**src/spal_pkg.sv**
```systemverilog
// Shared definitions for the slot pool with active list: pool size, field
// widths, request and status codes. No dependencies.
`timescale 1ns / 1ps
`default_nettype none

package spal_pkg;

   localparam int POOL_SLOTS = 16;
   localparam int SLOT_W     = $clog2(POOL_SLOTS);
   localparam int COUNT_W    = $clog2(POOL_SLOTS + 1);
   localparam int HOUSE_W    = 3;
   localparam int REQ_W      = 3;
   localparam int STATUS_W   = 2;

   typedef enum logic [REQ_W-1:0] {
      REQ_ALLOC   = 3'd0,
      REQ_FREE    = 3'd1,
      REQ_FIND    = 3'd2,
      REQ_RECOUNT = 3'd3,
      REQ_CLEAR   = 3'd4
   } req_code_type;

   localparam logic [STATUS_W-1:0] STAT_OK       = 2'd0;
   localparam logic [STATUS_W-1:0] STAT_NONE     = 2'd1;
   localparam logic [STATUS_W-1:0] STAT_BUSY     = 2'd2;
   localparam logic [STATUS_W-1:0] STAT_NOT_USED = 2'd3;

endpackage

`default_nettype wire

```
**src/slot_pool_with_active_list.sv**
```systemverilog
// Top level of the slot pool: used bits, owner houses, compacted active list
// and the sequencer that walks them. Depends on spal_pkg.
//
//   channel | direction | handshake             | payload
//   req_    | in        | req_valid / req_ready | type, slot, any_slot, house,
//           |           |                       | any_house, cursor, from_start
//   rsp_    | out       | rsp_valid / rsp_ready | status, result_slot, position,
//           |           |                       | active_count
//
// One index counter and one compare path are shared by every request that
// scans, and step through the pool or the list at one entry per cycle. Clear
// and unknown types go straight to the done state. After each response the
// sequencer returns to idle before the next request is taken.
// Synchronous reset empties the pool at once.
// req_ready is high only while the sequencer is idle; a finished transaction
// waits in the response register, so the next request can be taken while
// rsp_ready is low.
`timescale 1ns / 1ps
`default_nettype none

module slot_pool_with_active_list
   import spal_pkg::*;
(
   input  wire logic                clock,
   input  wire logic                reset,
   input  wire logic                req_valid,
   output logic                     req_ready,
   input  wire logic [REQ_W-1:0]    req_type,
   input  wire logic [SLOT_W-1:0]   req_slot,
   input  wire logic                req_any_slot,
   input  wire logic [HOUSE_W-1:0]  req_house,
   input  wire logic                req_any_house,
   input  wire logic [COUNT_W-1:0]  req_cursor,
   input  wire logic                req_from_start,
   output logic                     rsp_valid,
   input  wire logic                rsp_ready,
   output logic [STATUS_W-1:0]      rsp_status,
   output logic [SLOT_W-1:0]        rsp_result_slot,
   output logic [COUNT_W-1:0]       rsp_position,
   output logic [COUNT_W-1:0]       rsp_active_count
);

   typedef enum logic [2:0] {
      ST_IDLE,
      ST_ALLOC_SCAN,
      ST_FREE_CHECK,
      ST_FREE_SEARCH,
      ST_FREE_SHIFT,
      ST_FIND_SCAN,
      ST_RECOUNT_SCAN,
      ST_DONE
   } state_type;

   state_type                state_ff, state_in;
   logic [COUNT_W-1:0]       idx_ff, idx_in;
   logic [COUNT_W-1:0]       count_ff, count_in;
   logic [POOL_SLOTS-1:0]    used_ff, used_in;
   logic [HOUSE_W-1:0]       house_ff [POOL_SLOTS];
   logic [SLOT_W-1:0]        list_ff [POOL_SLOTS];

   logic                     any_slot_ff, any_slot_in;
   logic                     any_house_ff, any_house_in;
   logic [HOUSE_W-1:0]       hreq_ff, hreq_in;
   logic [SLOT_W-1:0]        tgt_ff, tgt_in;

   logic [STATUS_W-1:0]      res_status_ff, res_status_in;
   logic [SLOT_W-1:0]        res_slot_ff, res_slot_in;
   logic [COUNT_W-1:0]       res_pos_ff, res_pos_in;

   logic                     rsp_valid_ff, rsp_valid_in;
   logic [STATUS_W-1:0]      rsp_status_ff, rsp_status_in;
   logic [SLOT_W-1:0]        rsp_slot_ff, rsp_slot_in;
   logic [COUNT_W-1:0]       rsp_pos_ff, rsp_pos_in;
   logic [COUNT_W-1:0]       rsp_count_ff, rsp_count_in;

   // shared read and compare unit
   logic [COUNT_W-1:0]       idx_inc;
   logic [COUNT_W-1:0]       rd_addr;
   logic [SLOT_W-1:0]        list_rd;
   logic [HOUSE_W-1:0]       house_rd;
   logic                     used_rd;
   logic                     in_range;
   logic                     idx_last;

   logic                     list_we;
   logic [SLOT_W-1:0]        list_waddr;
   logic [SLOT_W-1:0]        list_wdata;
   logic                     house_we;

   assign idx_inc  = idx_ff + COUNT_W'(1);
   assign rd_addr  = (state_ff == ST_FREE_SHIFT) ? idx_inc : idx_ff;
   assign list_rd  = list_ff[rd_addr[SLOT_W-1:0]];
   assign house_rd = house_ff[list_rd];
   assign used_rd  = used_ff[idx_ff[SLOT_W-1:0]];
   assign in_range = idx_ff < count_ff;
   assign idx_last = idx_ff == COUNT_W'(POOL_SLOTS - 1);

   assign req_ready        = state_ff == ST_IDLE;
   assign rsp_valid        = rsp_valid_ff;
   assign rsp_status       = rsp_status_ff;
   assign rsp_result_slot  = rsp_slot_ff;
   assign rsp_position     = rsp_pos_ff;
   assign rsp_active_count = rsp_count_ff;

   always_comb begin
      state_in      = state_ff;
      idx_in        = idx_ff;
      count_in      = count_ff;
      used_in       = used_ff;
      any_slot_in   = any_slot_ff;
      any_house_in  = any_house_ff;
      hreq_in       = hreq_ff;
      tgt_in        = tgt_ff;
      res_status_in = res_status_ff;
      res_slot_in   = res_slot_ff;
      res_pos_in    = res_pos_ff;
      rsp_valid_in  = rsp_valid_ff && !rsp_ready;
      rsp_status_in = rsp_status_ff;
      rsp_slot_in   = rsp_slot_ff;
      rsp_pos_in    = rsp_pos_ff;
      rsp_count_in  = rsp_count_ff;
      list_we       = 1'b0;
      list_waddr    = count_ff[SLOT_W-1:0];
      list_wdata    = idx_ff[SLOT_W-1:0];
      house_we      = 1'b0;

      case (state_ff)
         ST_IDLE: begin
            if (req_valid) begin
               any_slot_in   = req_any_slot;
               any_house_in  = req_any_house;
               hreq_in       = req_house;
               tgt_in        = req_slot;
               res_status_in = STAT_OK;
               res_slot_in   = '0;
               res_pos_in    = '0;
               case (req_code_type'(req_type))
                  REQ_ALLOC: begin
                     idx_in   = req_any_slot ? '0 : COUNT_W'(req_slot);
                     state_in = ST_ALLOC_SCAN;
                  end
                  REQ_FREE: begin
                     idx_in   = COUNT_W'(req_slot);
                     state_in = ST_FREE_CHECK;
                  end
                  REQ_FIND: begin
                     // an out-of-list cursor parks the index past the end: a miss
                     if (req_from_start)
                        idx_in = '0;
                     else if (req_cursor >= count_ff)
                        idx_in = COUNT_W'(POOL_SLOTS);
                     else
                        idx_in = req_cursor + COUNT_W'(1);
                     state_in = ST_FIND_SCAN;
                  end
                  REQ_RECOUNT: begin
                     idx_in   = '0;
                     count_in = '0;
                     state_in = ST_RECOUNT_SCAN;
                  end
                  REQ_CLEAR: begin
                     used_in  = '0;
                     count_in = '0;
                     state_in = ST_DONE;
                  end
                  default: begin
                     state_in = ST_DONE;
                  end
               endcase
            end
         end

         ST_ALLOC_SCAN: begin
            if (!used_rd && count_ff < COUNT_W'(POOL_SLOTS)) begin
               used_in[idx_ff[SLOT_W-1:0]] = 1'b1;
               house_we    = 1'b1;
               list_we     = 1'b1;
               res_slot_in = idx_ff[SLOT_W-1:0];
               res_pos_in  = count_ff;
               count_in    = count_ff + COUNT_W'(1);
               state_in    = ST_DONE;
            end else if (!any_slot_ff || idx_last || !used_rd) begin
               res_status_in = STAT_BUSY;
               state_in      = ST_DONE;
            end else begin
               idx_in = idx_inc;
            end
         end

         ST_FREE_CHECK: begin
            if (!used_rd) begin
               res_status_in = STAT_NOT_USED;
               state_in      = ST_DONE;
            end else begin
               used_in[idx_ff[SLOT_W-1:0]] = 1'b0;
               res_slot_in = tgt_ff;
               idx_in      = '0;
               state_in    = ST_FREE_SEARCH;
            end
         end

         ST_FREE_SEARCH: begin
            if (!in_range)
               state_in = ST_DONE;
            else if (list_rd == tgt_ff)
               state_in = ST_FREE_SHIFT;
            else
               idx_in = idx_inc;
         end

         ST_FREE_SHIFT: begin
            // pull the next entry down one place, drop the tail at the end
            if (idx_inc < count_ff) begin
               list_we    = 1'b1;
               list_waddr = idx_ff[SLOT_W-1:0];
               list_wdata = list_rd;
               idx_in     = idx_inc;
            end else begin
               count_in = count_ff - COUNT_W'(1);
               state_in = ST_DONE;
            end
         end

         ST_FIND_SCAN: begin
            if (!in_range) begin
               res_status_in = STAT_NONE;
               res_slot_in   = '0;
               res_pos_in    = count_ff;
               state_in      = ST_DONE;
            end else if (any_house_ff || house_rd == hreq_ff) begin
               res_slot_in = list_rd;
               res_pos_in  = idx_ff;
               state_in    = ST_DONE;
            end else begin
               idx_in = idx_inc;
            end
         end

         ST_RECOUNT_SCAN: begin
            if (used_rd) begin
               list_we  = 1'b1;
               count_in = count_ff + COUNT_W'(1);
            end
            if (idx_last)
               state_in = ST_DONE;
            else
               idx_in = idx_inc;
         end

         ST_DONE: begin
            // hold until the response register is free
            if (!rsp_valid_ff || rsp_ready) begin
               rsp_valid_in  = 1'b1;
               rsp_status_in = res_status_ff;
               rsp_slot_in   = res_slot_ff;
               rsp_pos_in    = res_pos_ff;
               rsp_count_in  = count_ff;
               state_in      = ST_IDLE;
            end
         end

         default: begin
            state_in = ST_IDLE;
         end
      endcase
   end

   always_ff @(posedge clock) begin
      if (reset) begin
         state_ff     <= ST_IDLE;
         count_ff     <= '0;
         used_ff      <= '0;
         rsp_valid_ff <= 1'b0;
      end else begin
         state_ff     <= state_in;
         count_ff     <= count_in;
         used_ff      <= used_in;
         rsp_valid_ff <= rsp_valid_in;
      end
      idx_ff        <= idx_in;
      any_slot_ff   <= any_slot_in;
      any_house_ff  <= any_house_in;
      hreq_ff       <= hreq_in;
      tgt_ff        <= tgt_in;
      res_status_ff <= res_status_in;
      res_slot_ff   <= res_slot_in;
      res_pos_ff    <= res_pos_in;
      rsp_status_ff <= rsp_status_in;
      rsp_slot_ff   <= rsp_slot_in;
      rsp_pos_ff    <= rsp_pos_in;
      rsp_count_ff  <= rsp_count_in;
      if (list_we)
         list_ff[list_waddr] <= list_wdata;
      if (house_we)
         house_ff[idx_ff[SLOT_W-1:0]] <= hreq_ff;
   end

endmodule

`default_nettype wire

```
**config.mk**
```make
export PLATFORM = sky130hd
export DESIGN_NAME = slot_pool_with_active_list
export DESIGN_NICKNAME = d
export VERILOG_FILES = /design/src/spal_pkg.sv /design/src/slot_pool_with_active_list.sv
export SDC_FILE = /design/constraint.sdc
export NUM_CORES = 1
export LEC_CHECK = 0
export ABC_AREA = 1
export BUFFER_PORTS_ARGS = -buffer_cell sky130_fd_sc_hd__buf_2
export CAP_MARGIN = 30
export CORE_UTILIZATION = 62
export CTS_CLUSTER_SIZE = 10
export DETAILED_ROUTE_END_ITERATION = 10
export GPL_TIMING_DRIVEN = 0
export PLACE_DENSITY = 0.8
export SLEW_MARGIN = 20
export SYNTH_ARGS = -nofsm -noshare
export SYNTH_HDL_FRONTEND = slang
export SYNTH_SLANG_ARGS = --single-unit
```
**constraint.sdc**
```tcl
create_clock -name clock -period 4.16 [get_ports clock]
set_input_delay 1.04 -clock clock [delete_from_list [all_inputs] [get_ports clock]]
set_output_delay 1.04 -clock clock [all_outputs]
set_load 0.02 [all_outputs]
```
# Yosys cells after proc, flatten, opt, wreduce, memory -nomap -nowiden
# Memory sizes are Yosys's and may differ from the RTL's.
# Index checks and enable logic that the tools add are counted.
[op_classes] addsub=4 reduce_logical=28 n_mux=76 order_cmp=6 n_eq_ne=38 bitwise_logic=3
[ops] cell="two-way mux 5 bit" count=21
[ops] cell="two-way mux 16 bit" count=4
[ops] cell="case mux 16 bit (3 select lines)" count=1
[ops] cell="two-way mux 4 bit" count=11
[ops] cell="case mux 5 bit (4 select lines)" count=2
[ops] cell="inequality test 2 bit, second input constant" count=18
[ops] cell="case mux 5 bit (7 select lines)" count=1
[ops] cell="two-way mux 3 bit" count=11
[ops] cell="case mux 3 bit (8 select lines)" count=1
[ops] cell="AND 16 bit" count=1
[ops] cell="inverter 16 bit" count=1
[ops] cell="OR 16 bit" count=1
[ops] cell="case mux 4 bit (4 select lines)" count=1
[ops] cell="adder 5 x 1 -> 5 bit, second input constant" count=3
[ops] cell="== test 3 bit, second input constant" count=5
[ops] cell="case mux 5 bit (3 select lines)" count=1
[ops] cell="== test 3 x 2 -> 1 bit, second input constant" count=4
[ops] cell="two-way mux 1 bit" count=12
[ops] cell="case mux 3 bit (4 select lines)" count=1
[ops] cell="AND reduction 12 bit" count=1
[ops] cell="AND reduction 6 bit" count=2
[ops] cell="< comparator 5 bit" count=2
[ops] cell="two-way mux 2 bit" count=5
[ops] cell="AND reduction 5 bit" count=2
[ops] cell="27 further kinds" count=43
[totals] ff_bits=66 word_cells=173 mem_bits_rw=112 inputBits=22 output_inout_bits=18 n_memories=2
[memory_table] name="list_ff" words=16 width=4 read_ports=1 rd_ports_with_merged_regs=0 wr=1 line="slot_pool_with_active_list.sv:59" source="logic [SLOT_W-1:0] list_ff [POOL_SLOTS];"
[memory_table] name="house_ff" words=16 width=3 read_ports=1 rd_ports_with_merged_regs=0 wr=1 line="slot_pool_with_active_list.sv:58" source="logic [HOUSE_W-1:0] house_ff [POOL_SLOTS];"

# Logic depth before layout (Yosys ltp)
# An unclocked memory read counts as a cell.
[logic_depth] depth_word=9 depth_mapped=26 ltp_nobuf=24

# Least setup slack after synthesis
# OpenSTA, ideal clock, no wires.
[synth_path] path_kind="reg-to-reg" startpoint="register idx_ff[0]" endpoint="memory list_ff[14][0] in the netlist's numbering, enable pin" setup_time_ps=361 setup_slack_ps=677 path_stages_with_launch=14 period_less_slack_ps=3483 n_path_buf=3 required_ps=3799 arrival_ps=3122 cell_sequence="edfxtp_1 buf_2 inv_2 buf_2 ha_1 ha_1 a21oi_1 nor2_1 a2111oi_0 nand2_1 clkbuf_1 o211ai_2 nand2_1 nor3_1"
[synth_via] elab_chain_len=8 elab_cells_between_ends=14 classes_between="1 x add/sub; 1 x order compare; 10 x mux; 2 x reduce/logical"
[synth_rtl] item="from (decl)" line="slot_pool_with_active_list.sv:55" source="logic [COUNT_W-1:0] idx_ff, idx_in;"
[synth_rtl] item="from (signal assigned)" line="slot_pool_with_active_list.sv:280" source="idx_ff <= idx_in;"
[synth_rtl] item="branches (longest 8 deep; another with adder 5 x 1 -> 5 bit)"
[synth_rtl] item="to (decl)" line="slot_pool_with_active_list.sv:59"
# Several ways; the timed one is not identified. The select of a mux whose other input is x is not followed.

# Worst setup path after layout
[layout_path] startpoint="register idx_ff[1]" endpoint="register res_pos_ff[4], enable pin"
[layout_via] elab_chain_len=8 elab_cells_between_ends=14 classes_between="1 x add/sub; 1 x order compare; 3 x eq/ne; 3 x mux; 4 x reduce/logical; 2 x memory"
[layout_rtl] item="adder 5 x 1 -> 5 bit" line="slot_pool_with_active_list.sv:90" source="assign idx_inc = idx_ff + COUNT_W'(1);"
[layout_rtl] item="two-way mux 4 bit" line="slot_pool_with_active_list.sv:91" source="assign rd_addr = (state_ff == ST_FREE_SHIFT) ? idx_inc : idx_ff;"
[layout_rtl] item="memory read (16 x 4 bit)"
[layout_rtl] item="memory read (16 x 3 bit)"
[layout_rtl] item="== test 3 bit" line="slot_pool_with_active_list.sv:230" source="end else if (any_house_ff || house_rd == hreq_ff) begin"
[layout_rtl] item="logical OR 1 bit" line="slot_pool_with_active_list.sv:230"
[layout_rtl] item="inequality test 3 bit (no source line)"
[layout_rtl] item="AND reduction 4 bit (no source line) *"
[layout_rtl] item="to (signal assigned)" line="slot_pool_with_active_list.sv:287" source="res_pos_ff <= res_pos_in;"
[layout_rtl] item="to (decl)" line="slot_pool_with_active_list.sv:68" source="logic [COUNT_W-1:0] res_pos_ff, res_pos_in;"
# Every way passes the cells marked *; elsewhere a longest branch is shown, timed or not. The select of a mux whose other input is x is not followed.
# A chain may end at the register's enable or synchronous reset.

==> impl_summary.log <==
[metrics] r2r worst-path depth: 23
[metrics] setup slack of the most critical reg-to-reg path: 0.15 ns
[metrics] Synth Warn #: 0
[metrics] post-route ant nets: 0
[metrics] core footprint: 0.0139 mm²
[metrics] synthesized instance count: 914
[metrics] antenna violations before repair: 0
[metrics] count of nets after finishing: 1022
[metrics] post-synthesis cell area: 0.00889 mm²
[metrics] GP Congestion: 0.964
[metrics] first-pass GRT wire length: 35.2 mm
[metrics] clock tree from TritonCTS: built
[metrics] number of inserted filler cells in the final layout: 1002
[metrics] critical path startpoint category: flip-flop
[metrics] Avg Inst Size Synth: 9.73 µm²
[metrics] syn nets: 959
[metrics] Initial Utilization: 63.8%
[metrics] Cell Rows: 43
[metrics] worst setup skew after layout: 0.0108 ns
[metrics] count of input and output buffers: 38
[metrics] antenna diode count: 0
[metrics] WS Path Type: flip-flop to flip-flop
[metrics] pin count of the biggest net entering global routing: 19
[metrics] Clock transition at path regs: 0.07 ns
[metrics] Max Transition Viols Final: 0
[metrics] setup violation total in the final timing report: 0
[metrics] detailed-route vias per instance: 6.05
[metrics] minimum clock period: 4.01 ns
[metrics] CTS HTree Levels: 4
[metrics] CTS root buffer: sky130_fd_sc_hd__clkbuf_16
[metrics] total congestion overflow after global routing: 0
[metrics] Cell variety after synth: 49
[metrics] Worst-Skew Late Latency: 0.44 ns
[metrics] Max transition margin: 30.0%
[metrics] crit path launch: idx_ff[1]$_DFFE_PP_
[metrics] r2r endpoint: res_pos_ff[4]$_DFFE_PP_
[metrics] sequential element share of the synthesized area: 57.3%
[metrics] Placement Cell Area: 0.00934 mm²
[metrics] kind of path behind the tightest hold check: flip-flop to flip-flop
[metrics] maximum fanout along the worst path: 10
[metrics] router iterations before antenna repair: 5
[metrics] number of maximum-capacitance violations: 0
[metrics] Sinks on Clock Net: 178
[metrics] vertical die dimension: 122 µm
[metrics] area grow syn2layout: 12.9%
[metrics] flop and latch count out of synthesis: 178
[metrics] worst hold path cell count: 0
[metrics] vias in the first global route: 6550
[metrics] buffer levels on the longest clock path: 2
[metrics] outcome: finished, final reports clean
[metrics] achievable frequency: 250 MHz
[metrics] final hold viol count: 0
[metrics] Reg2Reg Launch Point: idx_ff[1]$_DFFE_PP_
[metrics] RSZ-0062 raised after global routing: false
[metrics] worst hold slack: 0.433 ns
[metrics] measured slew at the worst slew-check pin: 1.05 ns
[metrics] Top Ports: 40
[metrics] Worst EP arrival: 4.13 ns
[metrics] drt wl/cell: 19.6 µm
[metrics] clock buffer count from CTS: 17
[metrics] via count: 7077
[metrics] remaining design rule violation count: 0
[metrics] die span in x: 122 µm
[metrics] Total Wirelength: 22.9 mm
[metrics] overall fraction of global-route tracks in use: 32.2%
[metrics] share of the clock period used by the worst path: 96.3%
[metrics] timing endpoint of the critical path: res_pos_ff[4]$_DFFE_PP_
[metrics] Total Die Area: 0.0148 mm²
[metrics] initial detailed-routing violation count: 828
[metrics] critical path data required time: 4.29 ns
[metrics] post-route design area: 0.0100 mm²
[metrics] critical path capture point type: flip-flop
[metrics] fraction of final layout cells with drive strength greater than 1: 14.4%
[metrics] half-perimeter wire length after detailed placement: 16.3 mm
==> cell families (layout without fill, tap and decap cells) <==
kind of cell	count (synthesis)	count (layout)	share of synthesized area (%)
buffers and inverters	128	204	6.51
XOR/XNOR	10	10	0.985
flip-flops	178	178	57.3
AO/OA/AOI/OAI	129	129	9.05
AND/OR/NAND/NOR	446	446	22.9
adder cells (fa/ha/maj)	23	23	3.32
==> cell type report <==
| type | count | area (µm²) | share of cell area, % |
|---|---|---|---|
| flip-flops and latches | 178 | 5090 | 50.7 |
| multi-input cells | 608 | 3280 | 32.7 |
| clock buffers | 17 | 425 | 4.24 |
| inverters | 98 | 370 | 3.69 |
| repair buffers | 45 | 250 | 2.49 |
| well taps | 180 | 225 | 2.24 |
| plain buffers | 29 | 213 | 2.12 |
| clock inverters | 15 | 183 | 1.82 |
==> cells in the final DEF, fill, tap and decap left out, drive strengths merged, types with 9 or more instances in the layout <==
cell and instances:
nand4 9, edfxtp 153, nand2 194, clkbuf 28
dfxtp 25, nor2 80, clkinv 10, inv 98
nand3 148, o21ai 43, buf 63, ha 22
a21oi 49
==> Yosys cell counts, drive strengths merged <==
| cell type | instances | area (µm²) |
|---|---|---|
| a31oi | 3 | 25.0 |
| o211ai | 1 | 12.5 |
| nor3 | 8 | 40.0 |
| a2111oi | 2 | 17.5 |
| edfxtp | 153 | 4590 |
| o2111ai | 3 | 26.3 |
| o221ai | 4 | 35.0 |
| a211o | 1 | 8.76 |
| ha | 22 | 275 |
| a211oi | 4 | 30.0 |
| o21a | 4 | 30.0 |
| o32ai | 1 | 8.76 |
| fa | 1 | 20.0 |
| o221a | 1 | 11.3 |
| clkinv | 3 | 11.3 |
| and3 | 1 | 6.26 |
| o21bai | 1 | 7.51 |
| o211a | 3 | 30.0 |
| nor3b | 1 | 7.51 |
| nor2 | 80 | 318 |
| nand4 | 9 | 56.3 |
| a221oi | 3 | 26.3 |
| xor2 | 8 | 70.1 |
| nand3 | 148 | 788 |
| nor4 | 2 | 12.5 |
| nand3b | 3 | 22.5 |
| xnor2 | 2 | 17.5 |
| o22ai | 6 | 37.5 |
| buf | 20 | 174 |
| o21ai | 43 | 238 |
| a21oi | 49 | 260 |
| clkbuf | 10 | 37.5 |
| inv | 95 | 357 |
| dfxtp | 25 | 500 |
| nand2 | 194 | 782 |
==> worst min path at each step <==
stage	startpoint	endpoint	slack (ns)
final	res_pos_ff[3]$_DFFE_PP_	rsp_position[3]$_DFFE_PP_	0.43
after CTS	res_pos_ff[3]$_DFFE_PP_	rsp_position[3]$_DFFE_PP_	0.43
after floorplan	res_pos_ff[0]$_DFFE_PP_	rsp_position[0]$_DFFE_PP_	0.40
after global routing	res_pos_ff[3]$_DFFE_PP_	rsp_position[3]$_DFFE_PP_	0.43
after global placement	res_pos_ff[2]$_DFFE_PP_	rsp_position[2]$_DFFE_PP_	0.40
after detailed placement	res_pos_ff[3]$_DFFE_PP_	rsp_position[3]$_DFFE_PP_	0.41
==> worst max-delay path, cell delays in order (launching register included) <==
cell and delay, ns:
sky130_fd_sc_hd__edfxtp_1 0.45, sky130_fd_sc_hd__clkbuf_4 0.26, sky130_fd_sc_hd__inv_2 0.15, sky130_fd_sc_hd__ha_2 0.42, sky130_fd_sc_hd__inv_1 0.11, sky130_fd_sc_hd__o21ai_4 0.25
sky130_fd_sc_hd__buf_6 0.19, sky130_fd_sc_hd__nand3_1 0.10, sky130_fd_sc_hd__nand3_1 0.10, sky130_fd_sc_hd__nand3_2 0.11, sky130_fd_sc_hd__nand2_4 0.15, sky130_fd_sc_hd__inv_2 0.08
sky130_fd_sc_hd__buf_6 0.15, sky130_fd_sc_hd__nand3_1 0.09, sky130_fd_sc_hd__nand3_1 0.09, sky130_fd_sc_hd__nand3_1 0.11, sky130_fd_sc_hd__nand2_1 0.06, sky130_fd_sc_hd__nand2_1 0.06
sky130_fd_sc_hd__nand2_1 0.07, sky130_fd_sc_hd__inv_2 0.05, sky130_fd_sc_hd__nand3_2 0.12, sky130_fd_sc_hd__nand3_4 0.13, sky130_fd_sc_hd__nand3_1 0.14, sky130_fd_sc_hd__a21oi_4 0.24
==> repair_timing <==
item                       4_1_cts  5_1_grt
resized for setup               10       11
buffers inserted                 0        3
pin swaps                        0        1
setup endpoints to repair      119       66
hold buffers                     0        0
==> state kept, by name, summed over array words and instances (netlist names) <==
signal            count
rsp_valid             1
tgt_ff                4
used_ff              16
hreq_ff               3
rsp_position          5
any_slot_ff           1
count_ff              5
rsp_active_count      5
state_ff              3
rsp_status            2
res_status_ff         2
list_ff              64
any_house_ff          1
res_slot_ff           4
res_pos_ff            5
house_ff             48
rsp_result_slot       4
idx_ff                5
==> metal layers <==
metal	up-vias	part of all wire, %	track usage (%)
li1	3310	-	-
met1	3328	41	44.7
met2	385	47	51.2
met3	54	8.5	4.87
met4	0	2.5	12.3
met5	-	0	0
==> metrics by stage <==
step / util (%) / worst slack [ns] / setup TNS, ns / std cells
final: 72.0 / 0.153 / 0 / 1170
after CTS: 71.6 / 0.0620 / 0 / 1165
after detailed placement: 67.0 / -0.549 / -34.61 / 1134
after floorplan: - / 0.677 / 0 / 914
after global placement: 66.8 / -0.757 / -53.26 / 1132
after global routing: 72.0 / 0.0117 / 0 / 1170
Power is not shown: default switching activity piles up to over one toggle a cycle in this logic, so the estimate is an artifact.
